[src/rtl/minv3_queue.sv]
`timescale 1ns / 1ps
`default_nettype none
// ----------------------------------------------------------------------------
// Matrix inverse 3x3 decoupling queue
// Small first-word-fall-through FIFO between the front and back ends.
// ----------------------------------------------------------------------------
module minv3_queue #(
  parameter int unsigned WIDTH = 8,
  parameter int unsigned DEPTH = 4
) (
  input  wire logic             clk_i,
  input  wire logic             rst_ni,
  input  wire logic             wr_valid_i,
  output      logic             wr_ready_o,
  input  wire logic [WIDTH-1:0] wr_data_i,
  output      logic             rd_valid_o,
  input  wire logic             rd_ready_i,
  output      logic [WIDTH-1:0] rd_data_o
);

  localparam int unsigned AW = (DEPTH > 1) ? $clog2(DEPTH) : 1;
  localparam int unsigned CNTW = $clog2(DEPTH + 1);
  localparam logic [AW-1:0]   LAST = AW'(DEPTH - 1);
  localparam logic [CNTW-1:0] FULL = CNTW'(DEPTH);

  logic [WIDTH-1:0] mem_q [DEPTH];
  logic [AW-1:0]    wptr_q, rptr_q;
  logic [CNTW-1:0]  cnt_q;
  logic             push, pop;

  assign wr_ready_o = (cnt_q != FULL);
  assign rd_valid_o = (cnt_q != '0);
  assign rd_data_o  = mem_q[rptr_q];
  assign push       = wr_valid_i && wr_ready_o;
  assign pop        = rd_valid_o && rd_ready_i;

  always_ff @(posedge clk_i or negedge rst_ni) begin
    if (!rst_ni) begin
      wptr_q <= '0;
      rptr_q <= '0;
      cnt_q  <= '0;
    end else begin
      if (push) begin
        wptr_q <= (wptr_q == LAST) ? '0 : wptr_q + AW'(1);
      end
      if (pop) begin
        rptr_q <= (rptr_q == LAST) ? '0 : rptr_q + AW'(1);
      end
      if (push && !pop) begin
        cnt_q <= cnt_q + CNTW'(1);
      end else if (pop && !push) begin
        cnt_q <= cnt_q - CNTW'(1);
      end
    end
  end

  always_ff @(posedge clk_i) begin
    if (push) begin
      mem_q[wptr_q] <= wr_data_i;
    end
  end

endmodule
`default_nettype wire

[config.mk]
export PLATFORM = sky130hd
export DESIGN_NAME = minv3_queue
export DESIGN_NICKNAME = d
export VERILOG_FILES = /design/src/rtl/minv3_queue.sv
export SDC_FILE = /design/constraint.sdc
export NUM_CORES = 1
export LEC_CHECK = 0
export ABC_AREA = 0
export BUFFER_PORTS_ARGS = -buffer_cell sky130_fd_sc_hd__buf_2
export CORE_MARGIN = 2
export CORE_UTILIZATION = 43
export DETAILED_ROUTE_END_ITERATION = 10
export PLACE_DENSITY = 0.69
export SYNTH_ARGS = -nofsm -noshare
export SYNTH_HDL_FRONTEND = slang
export SYNTH_SLANG_ARGS = --single-unit
[constraint.sdc]
create_clock -name clk_i -period 1.9 [get_ports clk_i]
set_clock_uncertainty 0.15 [all_clocks]
set_input_delay 0.19 -clock clk_i [delete_from_list [all_inputs] [get_ports clk_i]]
set_output_delay 0.19 -clock clk_i [all_outputs]
set_load 0.005 [all_outputs]
==> Flow_metrics.wiki, run 1 <==
{| class="wikitable"
! Metric !! Value
|-
| Die footprint || 4222 sq um
|-
| Slew at the pin closest to its max-slew limit || 465.9 ps
|-
| Cell variety after synth || 18
|-
| Tcrit/Tclk final || 1.055
|-
| Setup crit start || cnt_q[1]
|-
| First-pass GRT wire length || ~4300 um
|-
| Combined area of all synthesized cells || 1599 sq um
|-
| Highest achievable clock rate || about 0.50 GHz
|-
| Antenna violations before repair || 0
|-
| Leakage power summed over all cells || between 0.0008 and 0.0009 uW
|-
| Reg clk slew, reported paths || ~70 ps
|-
| Maximum ir drop on the vdd rail || between 0.7 and 0.8 mV
|-
| Count of routing violations after the opening detailed-route iteration || 25
|-
| Instance count of the mapped netlist || slightly below 80
|-
| Post-placement cell count || 161
|-
| Core Box Area || 3606 sq um
|-
| RSZ-0062 raised after global routing || yes
|-
| Later-pin clock latency in the skew report || 270 ps
|-
| Cells taking the most area after synthesis || edfxtp_1 (60%), mux4_2 (11%), dfrtp_1 (11%)
|-
| Largest delay contributor family on the critical path || simple AND/OR/NAND/NOR gates
|-
| CP Cell Sequence || or3_4, nand2_4, ha_4, inv_2, fa_2, xor2_1, nor2_1, xor2_1
|-
| Synth Register Bits || 39
|-
| FILL cells || 276
|-
| Share of the synthesized area in the top cell type || 0.6009
|-
| Number of input and output port buffers inserted || 21
|-
| Tot GR Track Use || 0.1408
|-
| Mean instance size in the synthesized netlist || roughly 20 sq um
|-
| Number of buffers created by CTS || 5
|-
| Number of cells traversed by the worst register-to-register path || 8
|-
| Total count of hold-check failures in the final report || 0
|-
| Net Count, Synth || 98
|-
| Clock Sinks || 39
|-
| Worst setup slack for register-to-register paths || -100 ps
|-
| Number of remaining DRC errors || 0
|-
| Reg-to-reg critical path startpoint || cnt_q[1]
|-
| Vias post-DR || 850
|-
| Crit path buf inv count || 1
|-
| Top fanout value on the critical path || 2
|-
| Fin worst setup slack || -104.1 ps
|-
| Violated checks || setup timing
|-
| Via/cell ratio || 4.670
|-
| Cell type contributing the most total cell area after synthesis || edfxtp_1
|-
| Wire length reported by the detailed router || roughly 2600 um
|-
| Max capacitance violation total || 0
|-
| Std-Cell Rows || 22
|-
| Power density normalized to cell area || about 1500 nW/um^2
|-
| Worst r2r dst || cnt_q[2]
|-
| Cell with the biggest individual delay on the critical path || or3_4
|-
| Arr. time, crit path || between 2000 and 2500 ps
|-
| Starting utilization of the core area || 0.4434
|-
| Antenna Cells || 0
|-
| Smallest hold slack || 127.2 ps
|-
| Worst setup timing slack at the placement stage || -107.8 ps
|-
| Kind of end point of the critical path || flip-flop
|-
| CTS H-tree lvls || 2
|-
| Cell mode on critical path || xor2_1
|-
| Hold WC Path Type || in -> async
|-
| Final instance count without filler cells || around 180
|-
| Launching element type of the critical path || flip-flop
|-
| Result of the run || finished with violations
|-
| Buffers from clock root to sink, at most || 2
|-
| Sequential-to-total area share from yosys stat || 0.7105
|-
| Slew headroom || 0.6894
|-
| Number of iterations in the first detailed-routing pass || 3
|-
| Worst endpoint required time || 1950 ps
|-
| Biggest cell delay along the critical path || approximately 400 ps
|-
| Largest net degree at the start of global routing || 13
|-
| Root buffer cell || clkbuf_8
|-
| Number of max-slew violations in the final report || 0
|-
| Top-Level Pins || 22
|-
| Number of endpoints failing setup at the final stage || 2
|-
| Horizontal extent of the die || 64.98 um
|-
| Yosys synthesis warning count || 0
|-
| Vias in the first global route || 965
|-
| Half-perimeter wire length after placement || 1853 um
|-
| Final nets || 152
|-
| Wirelength per Cell || about 14 um
|-
| Total congestion overflow || 0
|-
| Minimum period implied by the final worst setup slack || between 2000 and 2500 ps
|-
| Clock tree from TritonCTS || yes
|-
| Vertical extent of the die || ~65 um
|-
| Critical path start-end classification || reg -> reg
|-
| Fraction of layout instances using a drive strength above 1 || 0.5000
|-
| DRT antenna net count || 0
|-
| Post-synthesis to final-layout area growth || 36.31%
|-
| Setup TNS after final layout || -179.1 ps
|-
| Routability congestion estimate || between 0.6 and 0.7
|}
==> registers in the layout (all words and copies together) (netlist names) <==
name,flops
rptr_q,2
mem_q,32
cnt_q,3
wptr_q,2
==> routing by layer <==
metal | global-route usage | up-vias | share of wire
li1 | - | 410 | -
met1 | 0.1506 | 417 | 0.37
met2 | 0.2642 | 19 | 0.58
met3 | 0.03819 | 4 | 0.037
met4 | 0.04787 | 0 | 0.010
met5 | 0 | - | 0
==> cell usage in the layout (no fill, tap or decap) <==
cell and instances:
edfxtp_1 32, buf_2 21, buf_4 16, dlygate4sd3_1 9, mux4_2 8, dfrtp_1 7
ha_1 5, clkbuf_8 5, and2_1 4, mux2_4 3, nor2_1 3, buf_12 3
inv_1 2, mux2_2 2, xor2_1 2, bufinv_16 2, nor2_2 1, a21boi_2 1
or3_4 1, nand2_4 1, inv_2 1, xnor2_1 1, nand2_1 1, fa_2 1
ha_4 1, clkbuf_1 1
==> report_power, final <==
| group | switching, uW | total, uW | leakage [uW] | internal, uW |
|---|---|---|---|---|
| Sequential | 118 | 1280 | 0.000375 | 1160 |
| Clock | 263 | 787 | 0.0000654 | 525 |
| Combinational | 483 | 1230 | 0.000414 | 744 |
| Total | 864 | 3290 | 0.000855 | 2430 |
==> cell usage after synthesis <==
library cell and number:
nand2_4 1, a21boi_2 1, or3_4 1, buf_2 1, mux2_2 3, and2_1 4
xnor2_1 1, dfrtp_1 7, mux4_2 8, nor2_1 4, mux2_4 2, fa_1 1
inv_1 3, xor2_1 2, edfxtp_1 32, clkbuf_1 1, nand2_1 1, ha_1 6
==> worst reg2reg max path, cell delays in order, from the launching register on <==
cell and delay, ps:
dfrtp_1 390, or3_4 420, nand2_4 80, ha_4 120
inv_2 30, fa_2 320, xor2_1 150, nor2_1 120
xor2_1 150
==> layout make-up <==
type / instances / area, sq um / share of cell area
multi-input cells: 35 / 464.2 / 0.2130
inverters: 3 / 11.26 / 0.005166
clock inverters: 2 / 60.06 / 0.02755
repair buffers: 49 / 375.4 / 0.1722
well taps: 48 / 60.06 / 0.02755
flip-flops and latches: 39 / 1136 / 0.5212
clock buffers: 6 / 72.57 / 0.03330
==> through the flow <==
step	power [uW]	utilization	cell area (sq um)
after floorplan	1962	-	1618
after global placement	2425	0.5337	1924
after detailed placement	2490	0.5337	1924
after CTS	3327	0.6024	2172
after global routing	3483	0.6044	2180
final	3291	0.6044	2180
==> worst max-delay path by stage <==
stage,depth (start not counted),slack (ps),endpoint
floorplan,8,-110,cnt_q[2]
global placement,7,-40,cnt_q[1]
detailed placement,8,-110,cnt_q[2]
CTS,8,-90,cnt_q[2]
global route,8,-180,cnt_q[2]
finish,8,-100,cnt_q[2]
==> cell families (layout without fill, tap and decap cells) <==
group,after synthesis,in the layout,share of synthesized area
fa+ha+maj,7,7,0.05947
mux,13,13,0.1526
compound gates,1,1,0.007042
buf+inv,5,60,0.01251
flops,39,39,0.7105
simple gates,11,11,0.04146
xor+xnor,3,3,0.01643
==> repair_timing <==
| item | in CTS | in global routing |
|---|---|---|
| pin swaps | 4 | 4 |
| hold buffers | 9 | 0 |
| setup endpoints to repair | 2 | 2 |
| hold endpoints to repair | 39 | 0 |
| gates resized for setup | 1 | 0 |
| gates cloned | 0 | 0 |
| setup buffers | 3 | 1 |
Note: power is estimated with default switching activity, not from simulation.
==> inputs of run 2 (changes only) <==
--- a/config.mk
+++ b/config.mk
@@ -8,9 +8,10 @@
 export ABC_AREA = 0
 export BUFFER_PORTS_ARGS = -buffer_cell sky130_fd_sc_hd__buf_2
 export CORE_MARGIN = 2
-export CORE_UTILIZATION = 43
+export CORE_UTILIZATION = 50
 export DETAILED_ROUTE_END_ITERATION = 10
-export PLACE_DENSITY = 0.69
+export GPL_TIMING_DRIVEN = 0
+export PLACE_DENSITY = 0.78
 export SYNTH_ARGS = -nofsm -noshare
 export SYNTH_HDL_FRONTEND = slang
 export SYNTH_SLANG_ARGS = --single-unit
==> Flow_metrics.wiki, run 2 (synthesized netlist as in run 1, its figures left out) <==
{| class="wikitable"
! Metric !! Value
|-
| Result of the run || finished with violations
|-
| Violated checks || setup timing
|-
| FILL cells || 223 (-19%)
|-
| Power density normalized to cell area || 1456 nW/um^2 (-3.6%)
|-
| CTS H-tree lvls || 2 (unchanged)
|-
| Cell-internal power || 2065 uW (-15%)
|-
| First-pass GRT wire length || 4140 um (-4.0%)
|-
| Final nets || 141 (-7.2%)
|-
| Post-synthesis to final-layout area growth || 25.82%
|-
| Count of routing violations after the opening detailed-route iteration || 15 (-40%)
|-
| Later-pin clock latency in the skew report || 330 ps (+60 ps)
|-
| Fin worst setup slack || -180.8 ps (-76.70 ps)
|-
| Multi-input logic area || 469.2 sq um (+1.1%)
|-
| Launching element type of the critical path || flip-flop
|-
| Smallest hold slack || 80.74 ps (-46.45 ps)
|-
| Slew at the pin closest to its max-slew limit || 424.6 ps (-41.21 ps)
|-
| Fraction of layout instances using a drive strength above 1 || 0.4959 (-0.004065)
|-
| Root buffer cell || clkbuf_4
|-
| Kind of end point of the critical path || flip-flop
|-
| Core Box Area || 3053 sq um (-15%)
|-
| Std-Cell Rows || 20 (-9.1%)
|-
| Slew headroom || 0.7169 (+0.02748)
|-
| Highest achievable clock rate || 0.4806 GHz (-3.7%)
|-
| Clock tree from TritonCTS || yes
|-
| Number of endpoints failing setup at the final stage || 3 (+1)
|-
| Buffers from clock root to sink, at most || 2 (unchanged)
|-
| Worst setup timing slack at the placement stage || -223.9 ps (-116.1 ps)
|-
| Max capacitance violation total || 0 (unchanged)
|-
| Vertical extent of the die || 60.55 um (-6.8%)
|-
| Clock Sinks || 39 (unchanged)
|-
| Cell with the biggest individual delay on the critical path || or3_4
|-
| CP Cell Sequence || or3_4, nand2_4, ha_4, inv_2, fa_2, xor2_1, nor2_1, xor2_1
|-
| Switching share of total power || 0.2951 (+0.03255)
|-
| Biggest cell delay along the critical path || 420 ps (about the same)
|-
| Vias in the first global route || 890 (-7.8%)
|-
| Number of max-slew violations in the final report || 0 (unchanged)
|-
| Worst endpoint required time || 2010 ps (+60 ps)
|-
| DRT antenna net count || 0 (unchanged)
|-
| Arr. time, crit path || 2190 ps (+130 ps)
|-
| Sequential cell area || 1137 sq um (+0.11%)
|-
| Setup TNS after final layout || -293.6 ps (-114.4 ps)
|-
| Starting utilization of the core area || 0.5238 (+0.08033)
|-
| Total congestion overflow || 0 (unchanged)
|-
| Number of iterations in the first detailed-routing pass || 4 (+1)
|-
| Minimum period implied by the final worst setup slack || 2081 ps (+76.70 ps)
|-
| Top fanout value on the critical path || 2 (unchanged)
|-
| Tcrit/Tclk final || 1.095 (+0.04037)
|-
| Cell mode on critical path || xor2_1
|-
| Number of buffers created by CTS || 5 (unchanged)
|-
| Leading cell type in the layout, fill and taps excluded || edfxtp_1
|-
| Largest registers in the final layout || mem_q x32, cnt_q x3
|-
| Most frequent cells in the layout || edfxtp_1 (32), buf_2 (21), dlygate4sd3_1 (9), mux4_2 (8), buf_4 (7)
|-
| Total count of hold-check failures in the final report || 0 (unchanged)
|-
| Proportion of power drawn by flip-flops and latches || 0.440 (+0.052)
|-
| Maximum ir drop on the vdd rail || 1.038 mV (+42%)
|-
| Power dissipated by switching net loads || 864.5 uW (about the same)
|-
| Most flops, register || mem_q
|-
| Tot GR Track Use || 0.1678 (+0.02705)
|-
| RSZ-0062 raised after global routing || yes
|-
| Reg clk slew, reported paths || 110 ps (+40 ps)
|-
| Routability congestion estimate || 0.6517 (-1.1%)
|-
| Wire length reported by the detailed router || 2651 um (+3.4%)
|-
| Half-perimeter wire length after placement || 1636 um (-12%)
|-
| Wirelength per Cell || 15.87 um (+13%)
|-
| Hold WC Path Type || in -> async
|-
| Via/cell ratio || 5.066 (+8.5%)
|-
| Top-Level Pins || 22 (unchanged)
|-
| Vias post-DR || 846 (-0.47%)
|-
| Antenna violations before repair || 0 (unchanged)
|-
| Largest net degree at the start of global routing || 13 (unchanged)
|-
| Proportion of power drawn by combinational gates || 0.377 (+0.004)
|-
| Horizontal extent of the die || 60.55 um (-6.8%)
|-
| Die footprint || 3666 sq um (-13%)
|-
| Leakage power summed over all cells || 0.0007722 uW (-9.7%)
|-
| Clock power frac || 0.182 (-0.057)
|-
| Critical path start-end classification || reg -> reg
|-
| Number of remaining DRC errors || 0 (unchanged)
|-
| Number of input and output port buffers inserted || 21 (unchanged)
|-
| Antenna Cells || 0 (unchanged)
|-
| Number of flip-flops in the largest register || 32 (unchanged)
|}
-- run 2: changes by cell type in the layout (fill, tap and decap cells not counted) --
cell / change
and2_1: -4
and2_2: +4
buf_12: -3
buf_4: -9
buf_8: +1
bufinv_16: -1
clkbuf_1: -1
clkbuf_4: +5
clkbuf_8: -5
clkinv_1: +1
clkinv_2: +1
dfrtp_1: -1
dfrtp_2: +1
-- run 2: power by group through the flow --
stage               logic (uW)  clock network, uW  registers [uW]
finish                    1110                534            1290
global route              1220                577            1310
CTS                       1090                542            1290
detailed placement         978                  0            1290
global placement           937                  0            1270
floorplan                  703                  0            1260
-- run 2: final timing paths --
| check | to | startpoint | cells past startpoint | slack (ps) |
|---|---|---|---|---|
| hold / removal | wptr_q[0] | rst_ni | 2 | 80 |
| hold reg to reg | cnt_q[2] | cnt_q[2] | 1 | 410 |
| min in group clk_i | cnt_q[0] | rd_ready_i | 4 | 130 |
| setup / recovery | cnt_q[2] | cnt_q[1] | 8 | -180 |
| setup reg to reg | cnt_q[2] | cnt_q[1] | 8 | -180 |
| max in group asynchronous | cnt_q[0] | rst_ni | 2 | 1350 |
-- run 2: per-layer routing --
| metal | wire length (um) | track usage | vias to the layer above |
|---|---|---|---|
| met5 | 0 | 0 | - |
| met4 | 42 | 0.07453 | 0 |
| met3 | 113 | 0.04478 | 5 |
| met2 | 1387 | 0.2764 | 18 |
| met1 | 1108 | 0.2108 | 434 |
| li1 | - | - | 389 |
-- run 2: layout make-up --
type	count	share of cell area
Buffer	1	0.007463
Timing Repair Buffer	37	0.1231
Inverter	3	0.005597
Multi-Input combinational cell	35	0.2332
Tap cell	44	0.02736
Sequential cell	39	0.5653
Clock buffer	5	0.01866
Clock inverter	3	0.01928
-- run 2: stage by stage --
stage                 util  area (sq um)  power (uW)  cells
global placement    0.5824          1778        2208    144
CTS                 0.6574          2007        2925    167
finish              0.6590          2012        2930    167
detailed placement  0.5824          1778        2268    144
global route        0.6590          2012        3109    167
floorplan                -          1618        1962     79
-- run 2: worst max-delay path, delay by kind of cell, from the launching register on --
family | cells | cell delay [ps]
buffers and inverters | 1 | 40
xor gates and xnor gates | 2 | 330
and+or+nand+nor | 3 | 630
DFF | 1 | 410
adders and majority gates | 2 | 460
-- run 2: what timing repair did --
action,CTS,global route
setup buffers,7,0
hold endpoints to repair,39,0
resized for setup,5,4
pin swaps,3,0
endpoints found under the setup margin,26,42
hold buffers,9,0
==> inputs of run 3 (changes only) <==
--- a/config.mk
+++ b/config.mk
@@ -7,6 +7,7 @@
 export LEC_CHECK = 0
 export ABC_AREA = 0
 export BUFFER_PORTS_ARGS = -buffer_cell sky130_fd_sc_hd__buf_2
+export CORE_ASPECT_RATIO = 0.75
 export CORE_MARGIN = 2
 export CORE_UTILIZATION = 50
 export DETAILED_ROUTE_END_ITERATION = 10
==> constraint.sdc (replaced) <==
create_clock -name clk_i -period 1.9 [get_ports clk_i]
set_clock_uncertainty 0.15 [all_clocks]
set_input_delay 0.095 -clock clk_i [delete_from_list [all_inputs] [get_ports clk_i]]
set_output_delay 0.095 -clock clk_i [all_outputs]
set_load 0.005 [all_outputs]
==> Flow_metrics.wiki, run 3 (synthesized netlist as in run 1, its figures left out) <==
{| class="wikitable"
! Metric !! Value
|-
| Number of buffers created by CTS || 5 (unchanged)
|-
| Clock power frac || 0.251 (+0.069)
|-
| Biggest cell delay along the critical path || 400 ps (-20 ps)
|-
| Tot GR Track Use || 0.1755 (+0.007663)
|-
| Launching element type of the critical path || flip-flop
|-
| Hold WC Path Type || in -> async
|-
| Critical path start-end classification || reg -> reg
|-
| Wire length reported by the detailed router || 2756 um (+4.0%)
|-
| Number of iterations in the first detailed-routing pass || 4 (unchanged)
|-
| Final nets || 141 (unchanged)
|-
| Vias in the first global route || 863 (-3.0%)
|-
| Number of flip-flops in the largest register || 32 (unchanged)
|-
| Die footprint || 3671 sq um (+0.13%)
|-
| Switching share of total power || 0.2740 (-0.02110)
|-
| Half-perimeter wire length after placement || 1726 um (+5.5%)
|-
| Proportion of power drawn by combinational gates || 0.353 (-0.024)
|-
| Crit path buf inv count || 1 (unchanged)
|-
| Worst endpoint required time || 1960 ps (-50 ps)
|-
| Largest delay contributor family on the critical path || simple AND/OR/NAND/NOR gates
|-
| Clock Sinks || 39 (unchanged)
|-
| Top-Level Pins || 22 (unchanged)
|-
| Fraction of layout instances using a drive strength above 1 || 0.4797 (-0.01626)
|-
| Root buffer cell || clkbuf_8
|-
| Top fanout value on the critical path || 2 (unchanged)
|-
| Antenna Cells || 0 (unchanged)
|-
| Vias post-DR || 815 (-3.7%)
|-
| Routability congestion estimate || 0.6692 (+2.7%)
|-
| Total count of hold-check failures in the final report || 0 (unchanged)
|-
| CP Cell Sequence || or3_4, nand2_4, ha_4, inv_2, fa_2, xor2_1, nor2_1, xor2_1
|-
| Highest achievable clock rate || 0.4969 GHz (+3.4%)
|-
| Worst setup timing slack at the placement stage || -171.9 ps (+52.05 ps)
|-
| Minimum period implied by the final worst setup slack || 2012 ps (-68.41 ps)
|-
| Maximum ir drop on the vdd rail || 0.9349 mV (-9.9%)
|-
| Largest registers in the final layout || mem_q x32, cnt_q x3
|-
| Cell mode on critical path || xor2_1
|-
| Number of max-slew violations in the final report || 0 (unchanged)
|-
| Power density normalized to cell area || 1542 nW/um^2 (+5.9%)
|-
| Horizontal extent of the die || 69.30 um (+14%)
|-
| Most flops, register || mem_q
|-
| Later-pin clock latency in the skew report || 280 ps (-50 ps)
|-
| Post-synthesis to final-layout area growth || 28.40%
|-
| Proportion of power drawn by flip-flops and latches || 0.396 (-0.044)
|-
| Fin worst setup slack || -112.4 ps (+68.41 ps)
|-
| Antenna violations before repair || 0 (unchanged)
|-
| Number of remaining DRC errors || 0 (unchanged)
|-
| Power dissipated by switching net loads || 867.7 uW (+0.37%)
|-
| Max capacitance violation total || 0 (unchanged)
|-
| Post-layout power || 3167 uW (+8.1%)
|-
| FILL cells || 197 (-12%)
|-
| RSZ-0062 raised after global routing || yes
|-
| Leakage power summed over all cells || 0.0007924 uW (+2.6%)
|-
| CTS H-tree lvls || 2 (unchanged)
|-
| First-pass GRT wire length || 4333 um (+4.7%)
|-
| Slew at the pin closest to its max-slew limit || 414.7 ps (-9.918 ps)
|-
| Via/cell ratio || 5.062 (about the same)
|-
| Number of input and output port buffers inserted || 21 (unchanged)
|-
| Std-Cell Rows || 17 (-15%)
|-
| Cell with the biggest individual delay on the critical path || or3_4
|-
| Wirelength per Cell || 17.12 um (+7.8%)
|-
| Clock tree from TritonCTS || yes
|-
| Kind of end point of the critical path || flip-flop
|-
| Starting utilization of the core area || 0.5332 (+0.009396)
|-
| Arr. time, crit path || 2070 ps (-120 ps)
|-
| Result of the run || finished with violations
|-
| Total congestion overflow || 0 (unchanged)
|-
| Setup TNS after final layout || -182.6 ps (+110.9 ps)
|-
| DRT antenna net count || 0 (unchanged)
|-
| Slew headroom || 0.7235 (+0.006612)
|-
| Core Box Area || 2999 sq um (-1.8%)
|-
| Violated checks || setup timing
|-
| Count of routing violations after the opening detailed-route iteration || 76 (+61)
|-
| Vertical extent of the die || 52.98 um (-13%)
|-
| Number of endpoints failing setup at the final stage || 2 (-1)
|-
| Largest net degree at the start of global routing || 13 (unchanged)
|-
| Buffers from clock root to sink, at most || 2 (unchanged)
|-
| Most frequent cells in the layout || edfxtp_1 (32), buf_2 (21), dlygate4sd3_1 (9), mux4_2 (8)
|-
| Leading cell type in the layout, fill and taps excluded || edfxtp_1
|-
| Tcrit/Tclk final || 1.059 (-0.03600)
|-
| Reg clk slew, reported paths || 70 ps (-40 ps)
|-
| Cell-internal power || 2299 uW (+11%)
|}
## run 3: cell count changes in the layout (fill, tap and decap cells not counted), sizes merged
cell	change
buf	-1
clkbuf	+2
bufinv	+1
clkinv	-2
## run 3: per-stage QoR
| stage | hold slack, ps | cells | utilization | instance area [sq um] |
|---|---|---|---|---|
| 2_1_floorplan | -350.6 | 79 | - | 1618 |
| 3_3_place_gp | -212.7 | 138 | 0.5903 | 1770 |
| 3_5_place_dp | -210.5 | 138 | 0.5903 | 1770 |
| 4_1_cts | 20.78 | 161 | 0.6813 | 2043 |
| 5_1_grt | 41.02 | 161 | 0.6846 | 2053 |
| 6_report | 29.65 | 161 | 0.6846 | 2053 |
## run 3: path summary, 6_finish.rpt
kind	startpoint	to	slack, ps	cells after the start
hold reg to reg	cnt_q[2]	cnt_q[2]	390	1
hold / removal	rst_ni	cnt_q[1]	30	2
setup / recovery	cnt_q[1]	cnt_q[2]	-110	8
max in group asynchronous	rst_ni	rptr_q[0]	1400	2
setup reg to reg	cnt_q[1]	cnt_q[2]	-110	8
min in group clk_i	rd_ready_i	cnt_q[0]	120	4
## run 3: worst register-to-register path: stages (launching register included)
cell	delay, ps
dfrtp_1	390
or3_4	410
nand2_4	80
ha_4	130
inv_2	40
fa_2	320
xor2_1	150
nor2_1	120
xor2_1	150
## run 3: routing by layer
layer / global-route usage / vias to the layer above / part of all wire
li1: - / 385 / -
met1: 0.2005 / 414 / 0.43
met2: 0.3077 / 14 / 0.53
met3: 0.06476 / 2 / 0.034
met4: 0.06863 / 0 / 0.0058
met5: 0 / - / 0
## run 3: power by group through the flow
stage          Combinational [uW]  Clock, uW  Sequential (uW)
3_3_place_gp                  941          0             1270
4_1_cts                      1110        805             1260
2_1_floorplan                 703          0             1260
3_5_place_dp                  979          0             1290
6_report                     1120        794             1260
5_1_grt                      1220        842             1280
## run 3: final cells by class
cell class / count / area (sq um) / share of cell area
Clock inverter: 2 / 60.06 / 0.02925
Timing Repair Buffer: 36 / 240.2 / 0.1170
Clock buffer: 6 / 72.57 / 0.03534
Buffer: 2 / 12.51 / 0.006094
Tap cell: 38 / 47.55 / 0.02316
Sequential cell: 39 / 1136 / 0.5533
Inverter: 3 / 11.26 / 0.005484
Multi-Input combinational cell: 35 / 473.0 / 0.2303
## run 3: repair_timing
item	4_1_cts	5_1_grt
resized for setup	2	6
hold endpoints to repair	39	0
endpoints found under the setup margin	4	33
pin swaps	4	3
setup buffers	6	0
hold buffers	9	0
